===== src/ptmi_pkg.sv =====
`default_nettype none
package ptmi_pkg;

   localparam int unsigned POOL_PAGES_DEFAULT      = 16;
   localparam int unsigned FIRST_FREE_PAGE_DEFAULT = 4;
   localparam int unsigned ENTRIES_PER_TABLE       = 512;
   localparam int unsigned IDX_W                   = 9;
   localparam int unsigned VP_W                    = 36;
   localparam int unsigned PP_W                    = 40;
   localparam int unsigned FLAGS_W                 = 64;
   localparam int unsigned ENTRY_W                 = 64;
   localparam int unsigned DIR_FLAG_W              = 6;

   localparam logic [ENTRY_W-1:0] KEEP_MASK   = 64'hFFF0_0000_0000_0FFF;
   localparam logic [ENTRY_W-1:0] PRESENT_BIT = 64'h1;

   typedef enum logic [1:0] {
      ST_OK        = 2'd0,
      ST_EXHAUSTED = 2'd1,
      ST_OUTSIDE   = 2'd2,
      ST_HALTED    = 2'd3
   } status_type;

   // Commands from the controller to the datapath.
   typedef struct packed {
      logic       load;      // capture request fields
      logic       rd;        // read the entry of the current level
      logic       alloc;     // take a fresh page for a missing level
      logic       link;      // follow a present directory entry
      logic       fail;      // stop the walk with fail_code
      status_type fail_code;
      logic       clr_all;   // one step of the post-reset sweep
      logic       clr_page;  // one step of clearing a fresh page
      logic       wr_dir;    // write the directory entry and descend
      logic       wr_leaf;   // write the leaf entry
   } cmd_type;

   // Status from the datapath to the controller.
   typedef struct packed {
      logic halted;
      logic present;
      logic rel_bad;
      logic pool_full;
      logic leaf;
      logic page_clr_last;
      logic mem_clr_last;
   } stat_type;

   function automatic logic [ENTRY_W-1:0] put_frame(input logic [ENTRY_W-1:0] entry,
                                                   input logic [PP_W-1:0] frame);
      put_frame = (entry & KEEP_MASK) | {12'b0, frame, 12'b0};
   endfunction

endpackage
`default_nettype wire


===== src/ptmi_ctrl.sv =====
`default_nettype none
module ptmi_ctrl (
   input  wire logic               clock,
   input  wire logic               reset,
   input  wire ptmi_pkg::stat_type stat,
   output ptmi_pkg::cmd_type       cmd,
   input  wire logic               req_valid,
   output logic                    req_ready,
   output logic                    rsp_valid,
   input  wire logic               rsp_ready
);
   import ptmi_pkg::*;

   typedef enum logic [6:0] {
      S_INIT  = 7'b0000001,
      S_IDLE  = 7'b0000010,
      S_READ  = 7'b0000100,
      S_EVAL  = 7'b0001000,
      S_ZERO  = 7'b0010000,
      S_WRITE = 7'b0100000,
      S_RESP  = 7'b1000000
   } state_type;

   state_type state_ff, state_in;

   always_comb begin
      state_in  = state_ff;
      cmd       = '0;
      req_ready = 1'b0;
      rsp_valid = 1'b0;
      unique case (state_ff)
         S_INIT: begin
            cmd.clr_all = 1'b1;
            if (stat.mem_clr_last) begin
               state_in = S_IDLE;
            end
         end
         S_IDLE: begin
            req_ready = 1'b1;
            if (req_valid) begin
               cmd.load = 1'b1;
               state_in = stat.halted ? S_RESP : S_READ;
            end
         end
         S_READ: begin
            cmd.rd   = 1'b1;
            state_in = S_EVAL;
         end
         S_EVAL: begin
            if (stat.leaf) begin
               cmd.wr_leaf = 1'b1;
               state_in    = S_RESP;
            end else if (stat.present) begin
               if (stat.rel_bad) begin
                  cmd.fail      = 1'b1;
                  cmd.fail_code = ST_OUTSIDE;
                  state_in      = S_RESP;
               end else begin
                  cmd.link = 1'b1;
                  state_in = S_WRITE;
               end
            end else if (stat.pool_full) begin
               cmd.fail      = 1'b1;
               cmd.fail_code = ST_EXHAUSTED;
               state_in      = S_RESP;
            end else begin
               cmd.alloc = 1'b1;
               state_in  = S_ZERO;
            end
         end
         S_ZERO: begin
            cmd.clr_page = 1'b1;
            if (stat.page_clr_last) begin
               state_in = S_WRITE;
            end
         end
         S_WRITE: begin
            cmd.wr_dir = 1'b1;
            state_in   = S_READ;
         end
         S_RESP: begin
            rsp_valid = 1'b1;
            if (rsp_ready) begin
               state_in = S_IDLE;
            end
         end
         default: state_in = S_INIT;
      endcase
   end

   always_ff @(posedge clock) begin
      if (reset) begin
         state_ff <= S_INIT;
      end else begin
         state_ff <= state_in;
      end
   end
endmodule
`default_nettype wire


===== config.mk =====
export PLATFORM = sky130hd
export DESIGN_NAME = ptmi_ctrl
export DESIGN_NICKNAME = d
export VERILOG_FILES = /design/src/ptmi_pkg.sv /design/src/ptmi_ctrl.sv
export SDC_FILE = /design/constraint.sdc
export NUM_CORES = 1
export LEC_CHECK = 0
export ABC_AREA = 0
export BUFFER_PORTS_ARGS = -buffer_cell sky130_fd_sc_hd__buf_4
export CAP_MARGIN = 25
export CORE_AREA = 2 2 41 43
export DETAILED_ROUTE_END_ITERATION = 16
export DIE_AREA = 0 0 43 45
export GPL_TIMING_DRIVEN = 0
export PLACE_DENSITY = 0.81
export SKIP_LAST_GASP = 1
export SYNTH_ARGS = -nofsm -noshare
export SYNTH_HDL_FRONTEND = slang
export SYNTH_SLANG_ARGS = --single-unit

===== constraint.sdc =====
create_clock -name clock -period 1.7 [get_ports clock]
set_input_delay 0.085 -clock clock [delete_from_list [all_inputs] [get_ports clock]]
set_output_delay 0.085 -clock clock [all_outputs]
set_load 0.03 [all_outputs]

==> metrics.md, run 1 <==
| Metric | Value |
|---|---|
| Share of layout cells above drive strength 1 | 0.524 |
| Synth area leader | dfxtp_1 |
| Max IR drop VDD | 0.776 mV |
| Post-synthesis sequential area ratio | 0.248 |
| CTS Buffer Depth | 2 |
| Top_reg_cell synth | dfxtp_1 |
| Clock Sinks | 7 |
| Vias | 696 |
| Post-synth ARST share | 0 |
| Critical path class | flip-flop to output port |
| Max-slew headroom | 0.725 |
| Number of enable flip-flop cells after synthesis | 0 |
| GRT Util Overall | 0.185 |
| IO Count | 24 |
| Fillers | 114 |
| Number of CTS-inserted buffers | 3 |
| Fin cells | 119 |
| Crit start category | flip-flop |
| GPL Wtd Cong | 0.858 |
| Status | finished, violations left |
| CP required | 1.62 ns |
| Syn_area_per_cell | 7.64 um^2 |
| Crit-path cells | or4_4, or4_4, nor3_4, buf_6 |
| Mapped Area | 566 um^2 |
| Setup repair after global routing missed its margin | true |
| Final setup vio count | 14 |
| Crit share post-route | 1.24 |
| Yosys top cell area share | 0.248 |
| First-pass GRT wire length | 2.66 mm |
| YS warnings | 0 |
| Initial antenna violation count | 0 |
| Synth area leaders | dfxtp_1, nor3b_1, nor2_1 |
| Routed len/inst | 14.6 um |
| Routed wire length | 1.74 mm |
| Synth Instances | 74 |
| Starting Density | 0.384 |
| CTS tree | built |
| Worst hold path type | primary input to flip-flop |
| Max stage delay cell, worst path | or4_4 |
| Core Rows | 14 |
| Hold-critical path depth | 4 |
| H-tree lvl count | 1 |
| First drt pass iteration count | 4 |
| Largest net degree at the start of global routing | 11 |
| Largest registers | state_ff x7 |
| Core Area | 1470 um^2 |
| Fin crit period | 2.12 ns |
| Max reg flops | 7 |
| CP max FO | 7 |
| Mapped Nets | 85 |
| Fmax | 473 MHz |
| Failing checks | negative setup slack |
| Worst-skew pair later-pin latency | 0.26 ns |
| Area Overhead vs Synth | 72.3% |
| Hold Slack | 0.0946 ns |
| Worst setup EP type | output port |
| P per Cell Area | 1080 nW/um^2 |
| Root buf cell | clkbuf_4 |
| Unique masters post-synth | 35 |
| Chip width | 43 um |
| #FFs+latches synth | 7 |
| Cells on worst reg2reg path | 7 |
| Crit path DAT | 2.03 ns |
| Die Area | 1940 um^2 |
| Tightest Pin Transition | 0.413 ns |
| Largest Register | state_ff |
| Worst-path clk slew | 0.05 ns |
| Post-CTS Hold Buffers | 0 |
| Maxcap violations | 0 |
| Max-slew violations | 0 |
| Antenna cells | 0 |
| Synth cell count leaders | dfxtp_1, nor2_1, inv_1, nor3b_1, nor3_1 |
| Crit path setup slack, layout | -0.416 ns |
| PortBufs | 22 |
| Final nets | 115 |
| Leakage Power | 0.400 nW |
| DRC violations left | 0 |
| Vias in the first global route | 615 |
| Most common cell on crit path | or4_4 |
| Total grt overflow | 0 |
| Final Hold Fails | 0 |
| Final Skew | 0.00114 ns |
| Post-route ant nets | 0 |
| Inst Count DP | 112 |
| Drt initial violations | 16 |
| DIE HEIGHT | 45 um |
| Hpwl dp | 1.23 mm |
| Routed vias/inst | 5.85 |
| Biggest cell delay along the critical path | 0.52 ns |
==> what timing repair did <==
| action | CTS | global route |
|---|---|---|
| setup buffers | 2 | 4 |
| pin swaps | 2 | 7 |
| setup endpoints to repair | 15 | 20 |
| gates resized for setup | 13 | 12 |
==> cell type report <==
type | instances | area [um^2] | area share
sequential | 7 | 150 | 0.154
multi-input combinational | 56 | 494 | 0.507
inverter | 6 | 22.5 | 0.0231
tap | 16 | 20.0 | 0.0205
timing repair buffer | 28 | 253 | 0.259
clock buffer | 4 | 26.3 | 0.0270
buffer | 2 | 8.76 | 0.00899
==> metal layers <==
metal,wire (um),vias up,share of wire,track usage
met5,0,-,0,0
met4,82,0,0.047,0.109
met3,101,9,0.058,0.0280
met2,869,31,0.50,0.321
met1,682,318,0.39,0.219
li1,-,338,-,-
==> cells by family after synthesis <==
family	synth area share
AO/OA/AOI/OAI	0.177
XOR/XNOR	0.0310
buffers and inverters	0.0885
flip-flops	0.248
multiplexers	0.0177
AND/OR/NAND/NOR	0.438
==> cells in the final DEF (no fill, tap or decap), types with 3 or more instances in the layout <==
cell type and count:
buf_4 19, buf_6 8, clkbuf_4 3, dfxtp_1 3
inv_1 6, nand2_1 3, nor2_1 5, nor3_4 4
nor3b_1 5, nor4_2 3
==> final timing paths <==
check | startpoint | to | slack, ns
hold / removal | rsp_ready | state_ff[6] | 0.09
hold reg to reg | state_ff[0] | state_ff[0] | 0.59
setup reg to reg | state_ff[5] | state_ff[2] | -0.24
setup / recovery | state_ff[5] | cmd[7] | -0.42
==> critical path: cells and delay by family, from the launching register on <==
| kind | cells | cell delay, ns |
|---|---|---|
| flip-flops | 1 | 0.35 |
| buffers and inverters | 1 | 0.15 |
| AND/OR/NAND/NOR | 3 | 1.26 |
==> where the power goes <==
part | internal, mW | switching (mW) | total [mW]
Sequential | 0.190 | 0.0408 | 0.231
Clock | 0.0901 | 0.0702 | 0.160
Combinational | 0.305 | 0.360 | 0.666
Total | 0.586 | 0.471 | 1.06
==> metrics by stage <==
stage                     setup WS (ns)  cell area, um^2  utilization  total power, mW  setup TNS, ns
after global routing             -0.461              975        0.662             1.12          -4.75
after detailed placement         -0.346              822        0.559            0.699          -1.79
after CTS                        -0.429              882        0.599            0.896          -2.97
after floorplan                  -0.241              637            -            0.573          -2.08
final                            -0.416              975        0.662             1.06          -3.93
after global placement           -0.319              822        0.559            0.692          -1.67
Note: power is estimated with default switching activity, not from simulation.
==> run 2: changes to the inputs <==
--- a/config.mk
+++ b/config.mk
@@ -13,6 +13,7 @@
 export DIE_AREA = 0 0 43 45
 export GPL_TIMING_DRIVEN = 0
 export PLACE_DENSITY = 0.81
+export RECOVER_POWER = 100
 export SKIP_LAST_GASP = 1
 export SYNTH_ARGS = -nofsm -noshare
 export SYNTH_HDL_FRONTEND = slang
==> metrics.md, run 2 (synthesis results as in run 1) <==
| Metric | Value |
|---|---|
| Status | finished, violations left (unchanged) |
| CP max FO | 7 (unchanged) |
| Most common cell after layout, fill and taps aside | buf_4 (unchanged) |
| RR Startpoint | state_ff[5] (unchanged) |
| Largest Register | state_ff (unchanged) |
| Leakage Power | 0.399 nW (was 0.400 nW) |
| Most common cell on crit path | or4_4 (unchanged) |
| Vias | 696 (unchanged) |
| Inst Count DP | 112 (unchanged) |
| Drt initial violations | 16 (unchanged) |
| Die Area | 1940 um^2 (unchanged) |
| DRC violations left | 0 (unchanged) |
| GPL Wtd Cong | 0.858 (unchanged) |
| Number of CTS-inserted buffers | 3 (unchanged) |
| Largest net degree at the start of global routing | 11 (unchanged) |
| Worst-skew pair later-pin latency | 0.26 ns (about the same) |
| Register Area | 150 um^2 (unchanged) |
| Core Area | 1470 um^2 (unchanged) |
| Worst hold path type | primary input to flip-flop (unchanged) |
| Post-CTS Hold Buffers | 0 (unchanged) |
| Post-route ant nets | 0 (unchanged) |
| First-pass GRT wire length | 2.66 mm (unchanged) |
| Hpwl dp | 1.23 mm (unchanged) |
| CP required | 1.62 ns (about the same) |
| H-tree lvl count | 1 (unchanged) |
| Initial antenna violation count | 0 (unchanged) |
| Starting Density | 0.384 (unchanged) |
| Final Hold Fails | 0 (unchanged) |
| Routed len/inst | 14.6 um (unchanged) |
| Max-slew headroom | 0.725 (unchanged) |
| Crit share post-route | 1.24 (unchanged) |
| CTS tree | built (unchanged) |
| Vias in the first global route | 615 (unchanged) |
| Layout Utilization | 0.662 (unchanged) |
| Routed wire length | 1.74 mm (unchanged) |
| CP Buf/Inv Count | 1 (unchanged) |
| Final nets | 115 (unchanged) |
| Worst-path clk slew | 0.05 ns (about the same) |
| Largest registers | state_ff x7 (unchanged) |
| Share of layout cells above drive strength 1 | 0.524 (unchanged) |
| Fin cells | 119 (unchanged) |
| Multi-input gate area | 494 um^2 (unchanged) |
| Clock Sinks | 7 (unchanged) |
| First drt pass iteration count | 4 (unchanged) |
| Failing checks | negative setup slack (unchanged) |
| Core Rows | 14 (unchanged) |
| Fin crit period | 2.12 ns (unchanged) |
| Final setup vio count | 14 (unchanged) |
| CTS Buffer Depth | 2 (unchanged) |
| Biggest cell delay along the critical path | 0.52 ns (about the same) |
| P per Cell Area | 1080 nW/um^2 (about the same) |
| Setup repair after global routing missed its margin | true (unchanged) |
| Setup crit start | state_ff[5] (unchanged) |
| Max stage delay cell, worst path | or4_4 (unchanged) |
| Total grt overflow | 0 (unchanged) |
| Chip width | 43 um (unchanged) |
| Area Overhead vs Synth | 72.3% (unchanged) |
| CP top delay family | simple AND/OR/NAND/NOR gates (unchanged) |
| Worst setup EP type | output port (unchanged) |
| Crit path DAT | 2.03 ns (about the same) |
| Crit start category | flip-flop (unchanged) |
| Tightest Pin Transition | 0.413 ns (unchanged) |
| Crit path setup slack, layout | -0.416 ns (unchanged) |
| PortBufs | 22 (unchanged) |
| Max IR drop VDD | 0.776 mV (unchanged) |
| DIE HEIGHT | 45 um (unchanged) |
| Root buf cell | clkbuf_4 (unchanged) |
| Fillers | 114 (unchanged) |
| IO Count | 24 (unchanged) |
| Critical path class | flip-flop to output port (unchanged) |
| Hold Slack | 0.0946 ns (about the same) |
| Most frequent cells in the layout | buf_4, buf_6, inv_1 (unchanged) |
| Maxcap violations | 0 (unchanged) |
| Routed vias/inst | 5.85 (unchanged) |
| Crit-path cells | or4_4, or4_4, nor3_4, buf_6 (unchanged) |
| Max-slew violations | 0 (unchanged) |
| Design area | 975 um^2 (unchanged) |
| Max reg flops | 7 (unchanged) |
| Fmax | 473 MHz (unchanged) |
| Hold path startpoint | rsp_ready (unchanged) |
| GRT Util Overall | 0.185 (unchanged) |
| Setup tns final | -3.93 ns (unchanged) |
| Placed cell areas | 822 um^2 (unchanged) |
| Antenna cells | 0 (unchanged) |
| Final Skew | 0.00114 ns (unchanged) |
run 2: cell types whose count changed in the layout (fill, tap and decap cells not counted):
| cell | before | now |
|---|---|---|
| buf_4 | 19 | 18 |
| clkbuf_4 | 3 | 4 |
run 2: power by group:
group / total (mW) / switching (mW) / internal [mW]
sequential: 0.231 / 0.0408 / 0.190
clock: 0.160 / 0.0702 / 0.0901
combinational: 0.666 / 0.360 / 0.305
run 2: worst register-to-register path: cells and delay by family, from the launching register on:
family          cells  cell delay (ns)
simple gates        3             0.98
buf+inv             3             0.46
flops               1             0.35
compound gates      1             0.07
run 2: cell type report:
type	count	area share
sequential	7	0.154
timing repair buffer	28	0.259
multi-input combinational	56	0.507
buffer	2	0.00899
tap	16	0.0205
inverter	6	0.0231
clock buffer	4	0.0270
run 2: per-stage QoR:
step | power, mW | setup slack [ns]
final | 1.06 | -0.416
after CTS | 0.896 | -0.429
after global routing | 1.12 | -0.461
after floorplan | 0.573 | -0.241
after detailed placement | 0.699 | -0.346
after global placement | 0.692 | -0.319
run 2: worst paths after layout:
path | endpoint | slack [ns] | cells after the start
hold / removal | state_ff[6] | 0.09 | 4
setup reg to reg | state_ff[2] | -0.24 | 7
hold reg to reg | state_ff[0] | 0.59 | 1
setup / recovery | cmd[7] | -0.42 | 4
run 2: what timing repair did:
item,4_1_cts,5_1_grt
pin swaps,2,7
endpoints found under the setup margin,15,20
gates resized for setup,13,12
buffers inserted,2,4
run 2: routing by layer:
metal | track usage | part of all wire | wire (um)
met5 | 0 | 0 | 0
met4 | 0.109 | 0.047 | 82
met2 | 0.321 | 0.50 | 868
met1 | 0.219 | 0.39 | 682
met3 | 0.0280 | 0.058 | 101
==> run 3: changes to the inputs <==
--- a/config.mk
+++ b/config.mk
@@ -12,7 +12,7 @@
 export DETAILED_ROUTE_END_ITERATION = 16
 export DIE_AREA = 0 0 43 45
 export GPL_TIMING_DRIVEN = 0
-export PLACE_DENSITY = 0.81
+export PLACE_DENSITY = 0.69
 export RECOVER_POWER = 100
 export SKIP_LAST_GASP = 1
 export SYNTH_ARGS = -nofsm -noshare
==> metrics.md, run 3 (synthesis results as in run 1) <==
| Metric | Value |
|---|---|
| Clk pwr share | 0.161 (was 0.152) |
| Multi-input gate area | 494 um^2 (unchanged) |
| Setup repair after global routing missed its margin | true (unchanged) |
| Post-route ant nets | 0 (unchanged) |
| Max IR drop VDD | 0.748 mV (was 0.776 mV) |
| Chip width | 43 um (unchanged) |
| Largest registers | state_ff x7 (unchanged) |
| Vias in the first global route | 609 (was 615) |
| PortBufs | 22 (unchanged) |
| Max-slew violations | 0 (unchanged) |
| Antenna cells | 0 (unchanged) |
| Power, Total | 1.02 mW (was 1.06 mW) |
| CP top delay family | simple AND/OR/NAND/NOR gates (unchanged) |
| Psw | 0.457 mW (was 0.471 mW) |
| Clock Sinks | 7 (unchanged) |
| Most common cell after layout, fill and taps aside | buf_4 (unchanged) |
| Core Rows | 14 (unchanged) |
| Sequential share of power | 0.222 (was 0.218) |
| Hpwl dp | 1.18 mm (was 1.23 mm) |
| Layout Utilization | 0.665 (was 0.662) |
| Vias | 690 (was 696) |
| Max reg flops | 7 (unchanged) |
| Total grt overflow | 0 (unchanged) |
| Final nets | 117 (was 115) |
| Area Overhead vs Synth | 73.0% (was 72.3%) |
| Crit path DAT | 2.03 ns (about the same) |
| Status | finished, violations left (unchanged) |
| Max stage delay cell, worst path | or4_4 (unchanged) |
| Maxcap violations | 0 (unchanged) |
| Post-CTS Hold Buffers | 0 (unchanged) |
| GPL Wtd Cong | 0.793 (was 0.858) |
| Initial antenna violation count | 0 (unchanged) |
| Worst-path clk slew | 0.06 ns (was 0.05 ns) |
| Routed wire length | 1.72 mm (was 1.74 mm) |
| Tightest Pin Transition | 0.466 ns (was 0.413 ns) |
| CP max FO | 6 (was 7) |
| Fmax | 472 MHz (was 473 MHz) |
| Critical path class | flip-flop to output port (unchanged) |
| Number of CTS-inserted buffers | 3 (unchanged) |
| IO Count | 24 (unchanged) |
| H-tree lvl count | 1 (unchanged) |
| Fillers | 126 (was 114) |
| Register Area | 150 um^2 (unchanged) |
| Crit share post-route | 1.25 (was 1.24) |
| Most frequent cells in the layout | buf_4, buf_6, inv_1 (unchanged) |
| Largest Register | state_ff (unchanged) |
| CP required | 1.62 ns (about the same) |
| First drt pass iteration count | 7 (was 4) |
| Switching Fraction | 0.450 (was 0.446) |
| CP Buf/Inv Count | 1 (unchanged) |
| Biggest cell delay along the critical path | 0.54 ns (was 0.52 ns) |
| Hold Slack | 0.0985 ns (was 0.0946 ns) |
| Share of layout cells above drive strength 1 | 0.552 (was 0.524) |
| Routed vias/inst | 5.70 (was 5.85) |
| Leakage Power | 0.408 nW (was 0.399 nW) |
| Root buf cell | clkbuf_4 (unchanged) |
| CTS tree | built (unchanged) |
| Crit-path cells | or4_4, or4_4, nor3_4, buf_6 (unchanged) |
| Gate power share | 0.617 (was 0.630) |
| Starting Density | 0.384 (unchanged) |
| Most common cell on crit path | or4_4 (unchanged) |
| Fin crit period | 2.12 ns (about the same) |
| DIE HEIGHT | 45 um (unchanged) |
| Crit start category | flip-flop (unchanged) |
| Worst-skew pair later-pin latency | 0.26 ns (about the same) |
| Power Internal | 0.559 mW (was 0.586 mW) |
| GRT Util Overall | 0.172 (was 0.185) |
| Final setup vio count | 14 (unchanged) |
| Drt initial violations | 17 (was 16) |
| Worst setup EP type | output port (unchanged) |
| Core Area | 1470 um^2 (unchanged) |
| First-pass GRT wire length | 2.55 mm (was 2.66 mm) |
| CTS Buffer Depth | 2 (unchanged) |
| Worst hold path type | primary input to flip-flop (unchanged) |
| Routed len/inst | 14.2 um (was 14.6 um) |
| DRC violations left | 0 (unchanged) |
| Die Area | 1940 um^2 (unchanged) |
| Failing checks | negative setup slack (unchanged) |
| Final Hold Fails | 0 (unchanged) |
| Max-slew headroom | 0.690 (was 0.725) |
| Crit path setup slack, layout | -0.417 ns (was -0.416 ns) |
| Final Skew | 0.00125 ns (was 0.00114 ns) |
| Largest net degree at the start of global routing | 11 (unchanged) |
| P per Cell Area | 1040 nW/um^2 (was 1080 nW/um^2) |
[run 3: cell count changes in the layout (fill, tap and decap cells not counted), sizes merged]
cell and change:
buf +3, clkbuf -1
[run 3: metrics by stage]
stage	setup TNS [ns]	instances	setup slack (ns)	area (um^2)
floorplan	-2.08	74	-0.241	637
finish	-4.01	121	-0.417	978
global placement	-1.85	112	-0.315	822
detailed placement	-1.89	112	-0.322	822
global route	-4.56	121	-0.460	978
CTS	-3.21	117	-0.405	898
[run 3: per-layer routing]
layer / routed length, um / GRT usage / vias to the layer above
met2: 773 / 0.300 / 33
met3: 141 / 0.0320 / 6
met4: 61 / 0.0727 / 0
met1: 740 / 0.210 / 313
met5: 0 / 0 / -
li1: - / - / 338
[run 3: path summary, 6_finish.rpt]
path | startpoint | cells past startpoint | slack, ns | to
worst max-delay path | state_ff[6] | 4 | -0.42 | cmd[7]
worst min-delay path | stat[1] | 3 | 0.1 | state_ff[4]
worst max register to register | state_ff[6] | 5 | -0.34 | state_ff[5]
worst min register to register | state_ff[0] | 1 | 0.59 | state_ff[0]
[run 3: power by group through the flow]
stage	Clock, mW	Sequential, mW	Combinational, mW
final	0.164	0.226	0.626
after detailed placement	0	0.204	0.498
after floorplan	0	0.201	0.373
after CTS	0.157	0.223	0.499
after global routing	0.166	0.233	0.659
after global placement	0	0.202	0.497
[run 3: layout make-up]
class	instances	share of cell area
Timing Repair Buffer	30	0.262
Multi-Input combinational cell	56	0.505
Buffer	2	0.00895
Sequential cell	7	0.153
Inverter	6	0.0230
Clock buffer	4	0.0269
Tap cell	16	0.0205
[run 3: what timing repair did]
item / CTS / global route
setup buffers: 4 / 4
endpoints found under the setup margin: 15 / 20
endpoints found under the hold margin: 0 / 0
resized for setup: 14 / 13
pin swaps: 3 / 3
[run 3: worst register-to-register path: stages (launching register included)]
cell,delay [ns]
dfxtp_4,0.34
or4_4,0.54
or4_4,0.52
buf_4,0.18
o31a_1,0.25
nor4_2,0.12
